===== src/hdl/assert_macros.svh =====
// Assertion macros shared by the life grid engine RTL.
`ifndef ASSERT_MACROS_SVH
`define ASSERT_MACROS_SVH

// Consequent checked in the same cycle as the antecedent.
`define LGGE_ASSERT_SAME(label, clk, rst_n, ante, cons) \
    label: assert property (@(posedge clk) disable iff (!rst_n) (ante) |-> (cons)) \
        else $error("assertion failed");

// Consequent checked in the cycle after the antecedent.
`define LGGE_ASSERT_NEXT(label, clk, rst_n, ante, cons) \
    label: assert property (@(posedge clk) disable iff (!rst_n) (ante) |=> (cons)) \
        else $error("assertion failed");

`endif


===== src/hdl/lgge_row_cell.sv =====
// One row of the grid: a link in the circular row chain.
module lgge_row_cell #(
    parameter int MAX_COLS = 64
) (
    input  logic                i_clk,
    input  logic                i_rst_n,
    input  logic                i_shift,
    input  logic [MAX_COLS-1:0] i_data,
    output logic [MAX_COLS-1:0] o_data
);

    logic [MAX_COLS-1:0] r_data;

    always_ff @(posedge i_clk) begin
        if (!i_rst_n) begin
            r_data <= '0;
        end else if (i_shift) begin
            r_data <= i_data;
        end
    end

    assign o_data = r_data;

endmodule


===== config.mk =====
export PLATFORM = sky130hd
export DESIGN_NAME = lgge_row_cell
export DESIGN_NICKNAME = d
export VERILOG_FILES = /design/src/hdl/assert_macros.svh /design/src/hdl/lgge_row_cell.sv
export SDC_FILE = /design/constraint.sdc
export NUM_CORES = 1
export LEC_CHECK = 0
export BUFFER_PORTS_ARGS = -buffer_cell sky130_fd_sc_hd__clkbuf_2
export CAP_MARGIN = 15
export CORE_MARGIN = 2
export CORE_UTILIZATION = 44
export CTS_BUF_LIST = sky130_fd_sc_hd__clkbuf_4 sky130_fd_sc_hd__clkbuf_8 sky130_fd_sc_hd__clkbuf_16
export DETAILED_ROUTE_END_ITERATION = 8
export PLACE_DENSITY = 0.77
export SLEW_MARGIN = 20
export SYNTH_ARGS = -nofsm -noshare
export SYNTH_HDL_FRONTEND = slang
export SYNTH_SLANG_ARGS = --single-unit

===== constraint.sdc =====
create_clock -name i_clk -period 0.84 [get_ports i_clk]
set_input_delay 0.084 -clock i_clk [delete_from_list [all_inputs] [get_ports i_clk]]
set_output_delay 0.084 -clock i_clk [all_outputs]
set_load 0.005 [all_outputs]

**Yosys cells after proc, flatten, opt, wreduce, memory -nomap -nowiden**

Cells that the tools add are included.

- Bits in registers: 64
- Input port bits: 67
- Output and inout bits: 64
- Logic and storage cells: 1

**Logic depth before layout (Yosys ltp)**

- Word-level depth: 0
- Gate-level depth with buffers: 4
- Mapped depth without buffers: 2

**Worst setup path after synthesis**

OpenSTA, ideal clock, no wires.

- Kind: in2reg
- From: in i_shift
- To: reg r_data[10] (netlist: o_data[10])
- Library setup time: 0.116 ns
- Arrival time: 0.617 ns
- Data required time: 0.724 ns
- Slack: 0.107 ns
- Stages: 4
- Path buffers: 2
- Cell sequence: buf_6 > buf_8 > mux2i_1 > nor2b_1

RTL lines:

| item | line | text |
|---|---|---|
| from (decl) | lgge_row_cell.sv:7 | `input logic i_shift,` |
| to (signal assigned) | lgge_row_cell.sv:18 | `r_data <= i_data;` |
| to (decl) | lgge_row_cell.sv:12 | `logic [MAX_COLS-1:0] r_data;` |

**Final worst setup path**

- From: reg r_data[22] (netlist: o_data[22])
- To: out o_data[22]

RTL lines:

| item | line | text |
|---|---|---|
| to (decl) | lgge_row_cell.sv:9 | `output logic [MAX_COLS-1:0] o_data` |

No word-level cell between the ends.

==> flow_metrics.tcl <==
set metrics [dict create \
    worstMarginPinSlew_ps 216 \
    synth_area_leader_cell "dfxtp_1" \
    sw_frac_of_total_pct 21.8 \
    finalMaxSlewViolations 0 \
    met1_usage_pct 16.3 \
    grt_busiest_layer "met2" \
    route.detailed.drc 0 \
    firstDrtPassIters 4 \
    rr_worst_depth 3 \
    setup_tns_ps -65.1 \
    worstPathCellList "clkbuf_2" \
    htree_levels 3 \
    synth.top_cell.area_share_pct 52.3 \
    cp_num_cells 1 \
    dp_hpwl_mm 3.48 \
    skew_ps 0 \
    numCtsBuffers 9 \
    clkPwrFrac_pct 39.9 \
    ant_nets 0 \
    ys.warnings.count 0 \
    start_kind "register" \
    vias 1868 \
    ctsLongestPathBuffers 2 \
    die_w_um 78.6 \
    slew_headroom_pct 85.6 \
    antenna_found_initial 0 \
    fin_crit_sh_pct 101 \
    critical_path.top_delay_family "flip-flops" \
    n_antenna_cell 0 \
    cp-end-kind "primary output" \
    place_ws_ps -35.9 \
    comb_power_share_pct 12.5 \
    stdcell_count 422 \
    first_iter_violations 35 \
    critPathMaxStageDelay_ps 330 \
    track_usage_pct 15.9 \
    die_height_um 78.6 \
    syn2layout_area_growth_pct 45.8 \
    seq_area_frac_synth_pct 52.3 \
    grt_overflow 0 \
    clk_latency_ps 320 \
    yosysUniqueCellTypes 7 \
    cts_root_buf "clkbuf_8" \
    synth_nets 273 \
    violations "negative setup slack" \
    crit_slowest_cell "dfxtp_2" \
    fin_util_pct 65.7 \
    num_rows 27 \
    vias_per_cell 4.43 \
    use_met3_pct 4.94 \
    hp-class "in2reg" \
    required_ps 760 \
    grtUsageMet2_pct 28.7 \
    fin_crit_ps 848 \
    hold_viol 0 \
    synth_top_cells_by_area "dfxtp_1, mux2i_1, nor2b_1, buf_8, clkbuf_1" \
    dp.cells 398 \
    portBuffers 130 \
    largest_reg_flops 64 \
    seqPwrFrac_pct 47.5 \
    dieArea_sq_um 6180 \
    layout_common_cells "clkbuf_2, mux2i_1, nor2b_1, dfxtp_2, clkbuf_8" \
    crit_path_end "o_data[22]" \
    syn_avg_cell_area_sq_um 11.9 \
    fin_ws_ps -7.95 \
    synth_area_sq_um 2450 \
    p_int_mw 5.52 \
    leakage_nw 1.81 \
    power_density_nw_per_um2 1970 \
    start_util_pct 45.1 \
    grt_pass1_wl_mm 7.60 \
    rsz0062_at_grt "yes" \
    power_switching_mw 1.53 \
    setup_viol 19 \
    outcome "finished with violations" \
    place.gp.congestion 0.783 \
    ys_ff_latch 64 \
    rr_endpoint "o_data[6]" \
    crit_start "o_data[22]" \
    clkSinkCount 64 \
    path_buf_inv 1 \
    nets 412 \
    ios 131 \
    regToRegSetupSlack_ps 90 \
    critPathKind "reg2out" \
    clkTransAtPathRegs_ps 70 \
    regToRegStartpoint "o_data[6]" \
    cts_tree "done" \
    wl_per_cell_um 12.0 \
    cp_max_fo 2 \
    cap_viol_max_count 0 \
    final_common_cell "clkbuf_2" \
    routed_wl_mm 5.09 \
    max_freq_mhz 1180 \
    irDropWorstVdd_v 0.00128 \
    grt_pass1_vias 1763 \
    coreArea_sq_um 5440 \
    syn_inst 206 \
    drive_above_1_share_pct 62.9 \
    critPathArrivalTime_ps 760 \
    grt_max_degree 65 \
]
==> power by group through the flow <==
| stage | Clock [mW] | Sequential (mW) | Combinational [mW] |
|---|---|---|---|
| after floorplan | 0 | 3.39 | 0.436 |
| after global placement | 0 | 3.37 | 0.805 |
| after detailed placement | 0 | 3.37 | 0.824 |
| after CTS | 2.91 | 3.34 | 0.850 |
| after global routing | 3.04 | 3.37 | 0.970 |
| final | 2.82 | 3.35 | 0.885 |
==> worst min path at each step <==
stage / endpoint / slack (ps) / cells past startpoint / start
CTS: o_data[13] / 0.8 / 3 / i_data[13]
global placement: o_data[31] / 340 / 3 / i_data[31]
detailed placement: o_data[1] / 350 / 3 / i_data[1]
floorplan: o_data[10] / 250 / 2 / i_data[10]
global route: o_data[15] / 10 / 3 / i_data[15]
finish: o_data[29] / 20 / 3 / i_data[29]
==> through the flow <==
step / hold slack (ps) / cell area, sq um / power, mW
floorplan: 253 / 2450 / 3.82
global placement: 338 / 3130 / 4.18
detailed placement: 349 / 3130 / 4.20
CTS: 0.830 / 3480 / 7.11
global route: 12.9 / 3570 / 7.37
finish: 18.0 / 3570 / 7.05
==> cell type report <==
type | count | area [sq um]
fill | 450 | 1860
sequential | 64 | 1360
clock inverter | 2 | 35.0
multi-input combinational | 128 | 1040
clock buffer | 14 | 186
timing repair buffer | 142 | 861
tap | 72 | 90.1
==> routing by layer <==
metal / part of all wire, % / vias up
met5: 0 / -
li1: - / 962
met2: 50 / 67
met1: 42 / 827
met3: 6.5 / 12
met4: 2.0 / 0
==> synth_stat cells (all sizes together) <==
cell     n
dfxtp   64
buf      7
nor2b   64
mux2i   64
clkbuf   7
==> tightest hold or removal path, stage by stage <==
cell      delay (ps)
clkbuf_2          80
mux2i_1           50
nor2b_1           90
==> logic make-up after synthesis <==
group	share of synthesized area [%]
mux	26.1
flops	52.3
simple gates	16.3
buf+inv	5.26
==> timing repair <==
item / CTS / global route
endpoints found under the setup margin: 64 / 64
resized for setup: 64 / 17
setup buffers: 4 / 2
hold buffers: 2 / 0
endpoints found under the hold margin: 2 / 0
(Power assumes the default switching activity.)
