===== src/hdl/assert_macros.svh =====
// Assertion macros shared by the life grid engine RTL.
`ifndef ASSERT_MACROS_SVH
`define ASSERT_MACROS_SVH

// Consequent checked in the same cycle as the antecedent.
`define LGGE_ASSERT_SAME(label, clk, rst_n, ante, cons) \
    label: assert property (@(posedge clk) disable iff (!rst_n) (ante) |-> (cons)) \
        else $error("assertion failed");

// Consequent checked in the cycle after the antecedent.
`define LGGE_ASSERT_NEXT(label, clk, rst_n, ante, cons) \
    label: assert property (@(posedge clk) disable iff (!rst_n) (ante) |=> (cons)) \
        else $error("assertion failed");

`endif


===== src/hdl/lgge_pkg.sv =====
// Shared constants and the B3/S23 rule function for the life grid engine.
package lgge_pkg;

    // Operation codes; code 3 is unused and leaves the grid unchanged.
    localparam logic [1:0] OP_WRITE = 2'd0;
    localparam logic [1:0] OP_RUN   = 2'd1;
    localparam logic [1:0] OP_READ  = 2'd2;

    // Register indexes on the config port.
    localparam logic REG_GRID_ROWS = 1'b0;
    localparam logic REG_GRID_COLS = 1'b1;

    localparam int CFG_W = 7;
    localparam logic [CFG_W-1:0] CFG_RESET = 7'd64;

    // Width for comparing sizes, indexes and register values (grid up to 256).
    localparam int CMP_W = 9;

    localparam logic [3:0] SURVIVE_MIN = 4'd2;
    localparam logic [3:0] BIRTH_COUNT = 4'd3;

    function automatic logic life_rule(input logic alive, input logic [7:0] nbrs);
        logic [3:0] cnt;
        cnt = 4'($countones(nbrs));
        if (alive) begin
            return (cnt == SURVIVE_MIN) || (cnt == BIRTH_COUNT);
        end
        return cnt == BIRTH_COUNT;
    endfunction

endpackage


===== src/hdl/lgge_row_rule.sv =====
// Next-generation value of one whole row from the row itself and its two neighbor rows.
module lgge_row_rule #(
    parameter int MAX_COLS = 64
) (
    input  logic [MAX_COLS-1:0] i_above,
    input  logic [MAX_COLS-1:0] i_cur,
    input  logic [MAX_COLS-1:0] i_below,
    input  logic [MAX_COLS-1:0] i_col_mask,
    input  logic                i_row_active,
    output logic [MAX_COLS-1:0] o_next
);

    // Zero pad on both sides so edge columns see dead neighbors.
    logic [MAX_COLS+1:0] w_a;
    logic [MAX_COLS+1:0] w_m;
    logic [MAX_COLS+1:0] w_b;

    assign w_a = {1'b0, i_above & i_col_mask, 1'b0};
    assign w_m = {1'b0, i_cur   & i_col_mask, 1'b0};
    assign w_b = {1'b0, i_below & i_col_mask, 1'b0};

    for (genvar c = 0; c < MAX_COLS; c++) begin : g_col
        logic [7:0] w_nbrs;
        assign w_nbrs = {w_a[c+2:c], w_m[c+2], w_m[c], w_b[c+2:c]};
        assign o_next[c] = (i_row_active && i_col_mask[c])
                         ? lgge_pkg::life_rule(i_cur[c], w_nbrs) : i_cur[c];
    end

endmodule


===== config.mk =====
export PLATFORM = sky130hd
export DESIGN_NAME = lgge_row_rule
export DESIGN_NICKNAME = d
export VERILOG_FILES = /design/src/hdl/assert_macros.svh /design/src/hdl/lgge_pkg.sv /design/src/hdl/lgge_row_rule.sv
export SDC_FILE = /design/constraint.sdc
export NUM_CORES = 1
export LEC_CHECK = 0
export ABC_AREA = 1
export BUFFER_PORTS_ARGS = -buffer_cell sky130_fd_sc_hd__buf_2
export CAP_MARGIN = 20
export CORE_MARGIN = 2
export CORE_UTILIZATION = 58
export DETAILED_ROUTE_END_ITERATION = 10
export PLACE_DENSITY = 0.86
export SLEW_MARGIN = 20
export SYNTH_ARGS = -nofsm -noshare
export SYNTH_HDL_FRONTEND = slang
export SYNTH_SLANG_ARGS = --single-unit

===== constraint.sdc =====
create_clock -name vclk -period 6.61
set_clock_uncertainty 0.2 [all_clocks]
set_input_delay 1.322 -clock vclk [all_inputs]
set_output_delay 1.322 -clock vclk [all_outputs]
set_load 0.005 [all_outputs]

======== Yosys cells after proc, flatten, opt, wreduce, memory -nomap -nowiden ========
Cells that the tools add are included.
word-level totals
  register bits after elaboration ......... 0
  input port bits ......................... 257
  output and inout port bits .............. 64
  word-level logic and storage cells ...... 955
operators by class
  add/sub/neg operators ................... 440
  equal/unequal tests ..................... 128
  mux-type cells .......................... 256
  bitwise gates (word level) .............. 3
  reductions and logical operators ........ 128
operators by type and width
  operator                                                                count
  4-bit by 2-bit equality test with 1-bit output (second input constant)  128
  1-bit by 1-bit adder with 2-bit output                                  250
  2-bit by 2-bit adder with 3-bit output                                  124
  1-bit 2-to-1 mux                                                        256
  3-bit by 3-bit adder with 4-bit output                                  61
  64-bit bitwise AND                                                      3
  1-bit logical AND                                                       64
  1-bit logical OR                                                        64
  3-bit by 2-bit adder with 4-bit output                                  1
  3-bit by 4-bit adder with 4-bit output                                  1
  4-bit by 3-bit adder with 4-bit output                                  1
  1-bit by 2-bit adder with 3-bit output                                  1
  2-bit by 1-bit adder with 3-bit output                                  1

======== Depth between registers and ports, before layout ========
Gate-level depths: netlist (run 1).
  word-level depth ........................ 9
  depth in mapped cells ................... 17
  depth with buffers taken out ............ 17

======== Worst setup path before layout (run 1) ========
OpenSTA, ideal clock, no wires.
  kind .................................... input -> output
  start ................................... input i_below[19]
  end ..................................... output o_next[20]
  data arrival time ....................... 4,028 ps
  data required time ...................... 5,088 ps
  slack ................................... 1,060 ps
  stages .................................. 13
  path buffers ............................ 0
  cell sequence ........................... nand2_1 > inv_1 > fa_1 > fa_1 > inv_1 > fa_1 > inv_1 > ha_1 > fa_1 > o21ai_0 > nor2_1 > nand2_1 > nand2_1
on the way
  word-level cells in the longest chain between the ends .. 9
  elaborated cells on any way between the ends .. 10
  classes of those cells .................. add/sub: 3; eq/ne: 2; mux: 3; bitwise: 1; reduce/logical: 1
RTL lines
  element                                                                   RTL line                        text
  start: declaration                                                        lgge_row_rule.sv:7              input logic [MAX_COLS-1:0] i_below,
  64-bit bitwise AND (*)                                                    lgge_row_rule.sv:20             assign w_b = {1'b0, i_below & i_col_mask, 1'b0};
  1-bit by 1-bit adder with 2-bit output (implied by the code) (*)          lgge_pkg.sv:24                  cnt = 4'($countones(nbrs));
  2-bit by 2-bit adder with 3-bit output (implied by the code) (*)          lgge_pkg.sv:24
  3-bit by 3-bit adder with 4-bit output (implied by the code) (*)          lgge_pkg.sv:24
  4-bit by 2-bit equality test with 1-bit output, on equally long branches  lgge_pkg.sv:26, lgge_pkg.sv:28
  1-bit logical OR                                                          lgge_pkg.sv:26                  return (cnt == SURVIVE_MIN) || (cnt == BIRTH_COUNT);
  1-bit 2-to-1 mux                                                          lgge_pkg.sv:25                  if (alive) begin
  1-bit 2-to-1 mux (*)                                                      lgge_pkg.sv:28                  return cnt == BIRTH_COUNT;
  1-bit 2-to-1 mux (*)                                                      lgge_row_rule.sv:26             ? lgge_pkg::life_rule(i_cur[c], w_nbrs) : i_cur[c];
  end: declaration                                                          lgge_row_rule.sv:10             output logic [MAX_COLS-1:0] o_next
Mark *: on every way between the ends. The rest lies on a longest branch, timed or not. The select of a mux whose other input is x is not followed.

======== Worst setup path after layout (run 1) ========
  start ................................... input i_col_mask[12]
  end ..................................... output o_next[12]
on the way
  word-level cells in the longest chain between the ends .. 9
  elaborated cells on any way between the ends .. 14
  classes of those cells .................. add/sub: 5; eq/ne: 2; mux: 3; bitwise: 2; reduce/logical: 2
RTL lines
  element                                                                   RTL line                                  text
  start: declaration                                                        lgge_row_rule.sv:8                        input logic [MAX_COLS-1:0] i_col_mask,
  64-bit bitwise AND, on equally long branches                              lgge_row_rule.sv:20, lgge_row_rule.sv:18
  1-bit by 1-bit adder with 2-bit output (implied by the code)              lgge_pkg.sv:24
  2-bit by 2-bit adder with 3-bit output (implied by the code)              lgge_pkg.sv:24
  3-bit by 3-bit adder with 4-bit output (implied by the code)              lgge_pkg.sv:24
  4-bit by 2-bit equality test with 1-bit output, on equally long branches  lgge_pkg.sv:26, lgge_pkg.sv:28
  1-bit logical OR                                                          lgge_pkg.sv:26
  1-bit 2-to-1 mux                                                          lgge_pkg.sv:25
  1-bit 2-to-1 mux                                                          lgge_pkg.sv:28
  1-bit 2-to-1 mux (*)                                                      lgge_row_rule.sv:26
Marks and branches as above.

==> results of run 1 <==
==> cells in the mapped netlist <==
master	instances	share of area
a21o_1	1	0.00056
nand3_1	13	0.0049
buf_2	2	0.00075
xor2_1	1	0.00066
fa_1	237	0.36
o21ai_0	42	0.016
nor2_1	67	0.019
inv_1	556	0.16
ha_1	203	0.19
buf_4	5	0.0028
xnor2_1	1	0.00066
o21bai_1	1	0.00056
nand3b_1	63	0.035
nand2_1	768	0.22
o22ai_1	2	0.00094
==> final cells by class <==
type | instances | area, sq um
multi-input cells | 1399 | 11200
fillers | 1912 | 7350
inverters | 556 | 2090
repair buffers | 323 | 1630
well taps | 285 | 357
diodes | 2 | 5.00
==> routing by layer <==
layer / part of all wire / track usage / vias up / routed length, um
li1: - / - / 6307 / -
met2: 0.52 / 0.520 / 399 / 16400
met3: 0.054 / 0.0275 / 76 / 1730
met4: 0.029 / 0.0751 / 2 / 920
met1: 0.40 / 0.304 / 5728 / 12600
met5: 0.00041 / 0 / - / 13
==> report_power, final <==
group | switching, W | internal [W] | total [W]
Sequential | 0 | 0 | 0
Clock | 0 | 0.0000000000406 | 0.0000000000406
Combinational | 0.000894 | 0.000665 | 0.00156
Total | 0.000894 | 0.000665 | 0.00156
==> logic make-up (layout without fill, tap and decap cells) <==
family,Yosys count,in the layout,share of synthesized area
AOI/OAI and AO/OA,46,46,0.0178
buffers and inverters,563,879,0.160
xor gates and xnor gates,2,2,0.00131
adders and majority gates,440,440,0.546
and+or+nand+nor,911,911,0.275
other,0,2,0
==> cells in the final DEF, fill, tap and decap left out, types with 2 or more instances in the layout <==
cell / n
o22ai_1: 2
nand3b_1: 63
buf_2: 321
nand2_1: 768
nand3_1: 13
ha_1: 203
fa_1: 237
diode_2: 2
o21ai_0: 42
inv_1: 556
nor2_1: 67
==> worst max path at each step <==
stage	to	slack, ns	cells after the start
global placement	o_next[12]	0.65	15
detailed placement	o_next[12]	0.59	15
floorplan	o_next[20]	1.06	13
global route	o_next[12]	0.43	15
CTS	o_next[12]	0.58	15
finish	o_next[12]	0.59	15
==> worst max-delay path, stage by stage <==
cell,delay [ns]
buf_2,0.12
nand2_1,0.21
inv_1,0.12
fa_1,0.55
inv_1,0.05
fa_1,0.48
inv_1,0.05
fa_1,0.44
ha_1,0.24
fa_1,0.47
o21ai_0,0.08
nor2_1,0.10
nand2_1,0.06
nand2_1,0.08
buf_2,0.12
==> stage by stage <==
stage / util / power (W) / instance area (sq um) / hold WS [ns] / setup slack [ns]
floorplan: - / 0.00110 / 13300 / 2.54 / 1.06
global placement: 0.675 / 0.00145 / 15300 / 2.73 / 0.654
detailed placement: 0.675 / 0.00156 / 15300 / 2.74 / 0.585
CTS: 0.675 / 0.00157 / 15300 / 2.74 / 0.577
global route: 0.676 / 0.00185 / 15300 / 2.76 / 0.431
finish: 0.676 / 0.00156 / 15300 / 2.74 / 0.586
==> results.txt, run 1 <==
The floorplan step set the die width to 156 um. The fraction of layout instances using a drive strength above 1 is 0.142. Setup repair after global routing left no endpoint under its margin. The overall die area is 0.0242 sq mm. The routed layout has 12500 vias. Final critical delay including setup and external delays: 6.02 ns. The largest fanout of any net on the critical path came out at 4.

The register area share after synthesis was 0; the effective utilization at floorplan was 0.589. The final count of pins violating max slew was 0. The final non-filler cell total was 2565; the aggregate routed wire length was 31700 um. The worst hold path stage count was 4; the number of port buffers was 321. The design has 0 sequential cells. The critical path starts at i_col_mask[12]. The endpoint arrival time on the critical path was 4.50 ns. Counting tap cells, the placed design contains a total of 2563 instances.

The final routed wire length divided by cell count is 12.3 um, and the first-pass iteration count of the detailed router is 5. Relative to the synthesized area, the layout overhead comes to 14.6%. Global-route total usage across every layer: 0.266. Max-cap violations in this run came to 0. After synthesis, the mean cell area works out to 6.80 sq um. The number of nets handed over by synthesis was 2659. The run gives 0 as the total congestion overflow after global routing. Endpoint with the worst hold slack: o_next[41]. The first global-routing pass estimated 54200 um of wire. For the count of synthesis-stage warnings from yosys, the log shows 0. Standard cell core area: 0.0226 sq mm. The startpoint identified for the worst hold timing path is i_cur[41]. The initial antenna violation count was 3; the transition time of the tightest slew-check pin was 0.675 ns. Maximum clock rate: 166 MHz. Summed over all cells, the static leakage comes to 10.4 nW.

The tools report the post-CTS setup buffer count as 0. The worst setup path is of the input port to primary output kind. Dividing the detail-routed via count by the number of cells gives 4.88.

The distinct cell type count after synthesis is 15, and the cell area after technology mapping is 0.0133 sq mm. The critical path endpoint category was a primary output. The ratio of total power to cell area was 102 mW/mm^2. The run gives 538 as the number of DRC markers after the initial detailed-route iteration. The number of design rule violations left after detail routing was 0; the count of nets after finishing was 2977. The floorplan step set the die height to 156 um. The clock tree buffer count of the final layout was 0. Routability-driven placement finished with a final weighted congestion of 0.932. Sequential cell area: 0 sq um.

The startpoint type of the worst setup path was an input port. The final worst-path cycle share works out to 0.911. The cell count after synthesis came out at 1962. The summed negative setup slack over all endpoints is 0 ns, and the final count of hold timing violations is 0. The number of standard-cell rows in the floorplan was 55; the pin count of the biggest net entering global routing was 39.

The quantity of gates resized following cts was 0. 321 I/O pins were placed. The number of global-route vias before repair was 13000; the count of nets left with antenna violations after detail routing was 0. After legalization and detailed placement, the total HPWL measured 29600 um.

The run gives 0.550 as the worst slew slack as a fraction of its limit. The run finished with clean final reports. Buffers inserted to repair hold after CTS numbered 0. Setup violations remaining at the end of the flow were counted as 0. The path class of the tightest hold or removal check is input port to primary output. STA puts the critical path data required time at 5.09 ns. Across the VDD grid, the largest voltage drop is 0.0665 mV.
No activity file was read; power rests on OpenSTA's default activity.
==> run 2: changes to the inputs <==
- ABC_AREA: 1 -> not set
- CORE_UTILIZATION: 58 -> 57
- PLACE_DENSITY: 0.86 -> 0.85
==> results.txt, run 2 <==
The flow ran to the end, and the final reports show no timing, DRC or antenna violations. The sequential cell area was 0 sq um (unchanged). The number of buffers inserted by hold repair at cts is 0 (unchanged), and the overall die area is 0.0233 sq mm (-4.0%).

STA classifies the critical path startpoint as an input port. For the count of nets left with antenna violations after detail routing, the log shows 0 (unchanged). Sorting the synthesized cells by area gives the leading types as fa_1 (38%), ha_1 (20%), inv_1 (11%), and2_1 (8.0%), nand2_1 (6.8%). The run gives 11600 (-11%) as the number of global-route vias before repair.

The first-pass iteration count of the detailed router came out at 5 (unchanged). In the layout the commonest cells are inv_1 (371), buf_2 (321), fa_1 (237). By count the netlist is led by inv_1 (371), fa_1 (237), nand2_1 (227), ha_1 (203), and2_1 (161).

The tightest min-delay check is of the input port to primary output type. Number of port buffers: 321 (unchanged). Largest voltage drop on the vdd net: 0.0526 mV (-21%). The area growth from synthesis to layout is 15.1%. The width of the chip was 153 um (-2.0%); the pin count of the biggest net entering global routing was 26 (-33%). The tools report the register area share after synthesis as 0 (unchanged).

Leaving out fill and tap cells, the most frequent cell in the layout is inv_1. The launch point of the critical path was i_col_mask[36]. The tools report the maximum clock rate as 160 MHz (-3.4%).

Most frequent cell after synthesis: inv_1. Max-cap violation count: 0 (unchanged). The first-pass GRT wire length came out at 50400 um (-7.0%). The final count of hold timing violations came out at 0 (unchanged).

The tools report the total congestion overflow after global routing as 0 (unchanged). The power after layout was 0.00153 W (-2.0%); the required arrival time at the worst endpoint was 5.09 ns (about the same). The transition time of the tightest slew-check pin is 0.581 ns (-0.0944 ns), and the fraction of layout instances using a drive strength above 1 is 0.183 (+0.0414). The post-CTS setup buffer count came out at 0 (unchanged). The capture point of the critical path was o_next[37].

Vertical die dimension: 153 um (-2.0%). The number of nets in the synthesized netlist is 2189 (-18%). The clock tree buffer count of the final layout is 0 (unchanged). The largest fanout of any net on the critical path is 4 (unchanged), and the count of synthesis-stage warnings from yosys is 0 (unchanged). The leakage power is 8.38 nW (-19%), and the number of primary I/O pins is 321 (unchanged). The tools report the number of setup violations in the final report as 0 (unchanged).

The final routed wire length divided by cell count was 14.2 um (+15%). The synthesized design spends more area on one cell type than any other, namely fa_1. The fraction of synthesized cell area taken by the top area cell type came out at 0.377 (+0.0219). The logs give 0 (unchanged) for the final sequential cell count and 1492 (-24%) for the synthesized netlist cell count. The worst slew slack as a fraction of its limit was 0.613 (+0.0630); the effective utilization at floorplan was 0.578 (-0.0116). The final critical delay including setup and external delays works out to 6.24 ns (+0.214 ns).

Ratio of total power to cell area: 106 mW/mm^2 (+3.6%). For the number of standard-cell rows in the floorplan, the log shows 54 (-1.8%). The tools report the instance count after placement with tap cells included as 2087 (-19%).

Setup repair after global routing left no endpoint under its margin. Final count of pins violating max slew: 0 (unchanged). STA classifies the critical path endpoint as a primary output.

The global-route total usage across every layer was 0.253 (-0.0123); the number of design rule violations left after detail routing was 0 (unchanged). Quantity of gates resized following cts: 0 (unchanged). For the number of filler cells placed in the layout, the log shows 1809 (-5.4%).

The run gives 2089 (-19%) as the final non-filler cell total. The worst setup path is of the input port to primary output kind. The routability congestion estimate was 0.921 (-1.2%); the count of nets after finishing was 2506 (-16%). The total vias in the final route is 11000 (-12%), and the standard cell core area is 0.0218 sq mm (-3.9%).

The logs give 25 (+10) for the distinct cell type count after synthesis and 0 ns (unchanged) for the summed negative setup slack over all endpoints. For the cell area after technology mapping, the log shows 0.0126 sq mm (-5.8%). The final worst-path cycle share is 0.944 (+0.0323). The tools report the initial antenna violation count as 2 (-1).

For the final HPWL from detailed placement, the log shows 27600 um (-6.6%). The endpoint arrival time on the critical path came out at 4.72 ns (+0.22 ns). The tools report the aggregate routed wire length as 29600 um (-6.5%). The average footprint of a synthesized cell is 8.43 sq um (+24%), and the number of DRC markers after the initial detailed-route iteration is 432 (-20%). The number of vias per cell came out at 5.26 (+7.9%).
run 2: changes by cell type after synthesis, moves of 53 or more:
| cell | delta |
|---|---|
| nor2_1 | -64 |
| nand2_1 | -541 |
| a31oi_1 | +62 |
| o31ai_1 | +53 |
| inv_1 | -185 |
| nand3b_1 | -63 |
| and2_1 | +161 |
| a21o_1 | +72 |
run 2: final cells by class:
type	instances	area, sq um	area share
antenna	2	5.00	0.000346
inverter	371	1390	0.0962
multi-input combinational	1113	11100	0.767
tap	280	350	0.0242
timing repair buffer	323	1620	0.112
run 2: critical path: stages:
cell     delay, ns
buf_2         0.13
and2_1        0.20
fa_1          0.52
fa_1          0.55
inv_1         0.05
fa_1          0.51
inv_1         0.04
ha_1          0.20
fa_1          0.48
o21ai_0       0.08
a21o_1        0.15
o31ai_1       0.29
buf_2         0.18
run 2: per-stage QoR:
step | utilization | setup slack, ns | hold WS [ns] | instance area, sq um
after floorplan | - | 0.825 | 2.52 | 12600
after global placement | 0.665 | 0.425 | 2.74 | 14500
after detailed placement | 0.665 | 0.376 | 2.74 | 14500
after CTS | 0.665 | 0.366 | 2.74 | 14500
after global routing | 0.665 | 0.159 | 2.76 | 14500
final | 0.665 | 0.373 | 2.74 | 14500
run 2: cells by family after synthesis:
kind of cell	Yosys count	synth area share
compound gates	262	0.142
simple gates	396	0.151
fa+ha+maj	440	0.579
buf+inv	379	0.117
xor+xnor	15	0.0104
run 2: metal layers:
| metal | global-route usage | up-vias | share of wire |
|---|---|---|---|
| met1 | 0.320 | 5194 | 0.40 |
| met2 | 0.468 | 375 | 0.51 |
| met5 | 0 | - | 0 |
| li1 | - | 5354 | - |
| met4 | 0.0705 | 0 | 0.033 |
| met3 | 0.0196 | 75 | 0.055 |
run 2: how the worst min path moves through the flow:
stage                  start          to  slack [ns]  depth (start not counted)
6_report           i_cur[53]  o_next[53]        2.74                          4
5_1_grt            i_cur[11]  o_next[11]        2.76                          4
4_1_cts            i_cur[47]  o_next[47]        2.74                          4
3_5_place_dp       i_cur[47]  o_next[47]        2.74                          4
3_3_place_gp       i_cur[47]  o_next[47]        2.74                          4
2_1_floorplan  i_col_mask[0]   o_next[0]        2.52                          1
run 2: power by group:
group	internal, W	switching [W]	total (W)
Sequential	0	0	0
Clock	0.0000000000405	0	0.0000000000405
Combinational	0.000685	0.000843	0.00153
Total	0.000685	0.000843	0.00153
==> run 3: changes to the inputs <==
- MAX_ROUTING_LAYER: not set -> met4
==> results.txt, run 3 (synthesized netlist as in run 2, its figures left out) <==
The run gives 0 (unchanged) as the count of nets left with antenna violations after detail routing. The worst slew slack as a fraction of its limit was 0.698 (+0.0849); the worst-case hold slack was 2.73 ns (-0.00920 ns). The final routed wire length divided by cell count is 14.3 um (+0.83%), and the instance count after placement with tap cells included is 2087 (unchanged).

The number of global-route vias before repair was 11800 (+1.9%); the routability congestion estimate was 0.951 (+3.2%). The number of DRC markers after the initial detailed-route iteration came out at 413 (-4.4%). The logs give 3 (+1) for the initial antenna violation count and 159 MHz (-0.53%) for the maximum clock rate. For the number of standard-cell rows in the floorplan, the log shows 54 (unchanged). The launch point of the critical path is i_col_mask[32]. STA classifies the critical path startpoint as an input port. The count of nets after finishing was 2506 (unchanged). The final sequential cell count is 0 (unchanged), and the final count of pins violating max slew is 0 (unchanged). Number of setup violations in the final report: 0 (unchanged). The most common cell after layout, fill and taps aside was inv_1.

The final critical delay including setup and external delays came out at 6.27 ns (+0.0331 ns). The largest voltage drop on the vdd net was 0.0562 mV (+6.9%). Largest fanout of any net on the critical path: 4 (unchanged). The tools report the post-placement setup slack as 0.386 ns (+0.00981 ns).

Aggregate routed wire length: 29800 um (+0.88%). For the quantity of gates resized following cts, the log shows 0 (unchanged). The number of vias per cell is 5.30 (+0.58%). The number of buffers inserted by hold repair at cts is 0 (unchanged), and the summed negative setup slack over all endpoints is 0 ns (unchanged). In this run the most critical hold path is launched from i_cur[22].

The transition time of the tightest slew-check pin was 0.454 ns (-0.127 ns); the global-route total usage across every layer was 0.267 (+0.0137). The width of the chip is 153 um (unchanged), and the sequential cell area is 0 sq um (unchanged). Post-CTS setup buffer count: 0 (unchanged). The run finished with clean final reports.

The total congestion overflow after global routing was 0 (unchanged); the leakage power was 8.38 nW (unchanged). The synthesis-to-finish area growth works out to 15.2% (about the same). Overall die area: 0.0233 sq mm (unchanged). The endpoint arrival time on the critical path was 4.75 ns (+0.03 ns); the final worst-path cycle share was 0.949 (+0.00501). The tools report the standard cell core area as 0.0218 sq mm (unchanged).

The top cell types in the final layout, fill and taps aside, are inv_1 (371), buf_2 (321), fa_1 (237). By startpoint and endpoint, the worst setup path is classified as input port to primary output. The vertical die dimension came out at 153 um (unchanged). The run gives 11100 (+0.63%) as the total vias in the final route.

The number of port buffers was 321 (unchanged); the effective utilization at floorplan was 0.578 (unchanged). The tools report the final non-filler cell total as 2090 (+0.048%). Path type of the worst min-delay path: input port to primary output. The first-pass GRT wire length was 51700 um (+2.6%); the pin count of the biggest net entering global routing was 29 (+12%). The worst setup path is captured at a primary output. For the number of design rule violations left after detail routing, the log shows 0 (unchanged). The ratio of total power to cell area is 106 mW/mm^2 (+0.31%), and the required arrival time at the worst endpoint is 5.09 ns (about the same). Setup repair after global routing left no endpoint under its margin. The worst path setup slack after routing was 0.340 ns (-0.0331 ns). The final HPWL from detailed placement came out at 27700 um (+0.30%). The fraction of layout instances using a drive strength above 1 is 0.183 (unchanged), and the final count of hold timing violations is 0 (unchanged). The logs give 0 (unchanged) for the max-cap violation count and 321 (unchanged) for the number of primary I/O pins.

The first-pass iteration count of the detailed router was 5 (unchanged); the clock tree buffer count of the final layout was 0 (unchanged).
run 3: final timing paths:
kind / cells past startpoint / slack (ns) / end
max: 13 / 0.34 / o_next[33]
min: 4 / 2.73 / o_next[22]
run 3: power breakdown:
part	internal, W	total [W]	switching [W]	leakage [nW]
sequential	0	0	0	0
combinational	0.000689	0.00153	0.000845	8.38
clock	0.0000000000608	0.0000000000608	0	0.0000190
total	0.000689	0.00153	0.000845	8.38
run 3: layer usage:
metal	share of wire	vias to the layer above	global-route usage
met2	0.52	332	0.483
met4	0.026	0	0.0622
met5	0	-	-
met3	0.046	66	0.0156
li1	-	5369	-
met1	0.41	5300	0.330
run 3: area by class of cell:
| class | count | area [sq um] |
|---|---|---|
| repair buffers | 323 | 1620 |
| diodes | 3 | 7.51 |
| multi-input cells | 1113 | 11100 |
| inverters | 371 | 1390 |
| well taps | 280 | 350 |
| fillers | 1753 | 7280 |
run 3: worst max-delay path, stage by stage:
cell and delay (ns):
buf_2 0.11, and2_1 0.20, fa_1 0.51, fa_1 0.54, inv_1 0.05, fa_1 0.50, inv_1 0.04, ha_1 0.20
fa_1 0.50, o21ai_0 0.09, a21o_1 0.16, o31ai_1 0.32, buf_2 0.19
run 3: metrics by stage:
step | utilization | total power, W | area [sq um]
after floorplan | - | 0.00109 | 12600
after global placement | 0.665 | 0.00143 | 14500
after detailed placement | 0.665 | 0.00153 | 14500
after CTS | 0.665 | 0.00154 | 14500
after global routing | 0.666 | 0.00180 | 14500
final | 0.666 | 0.00153 | 14500
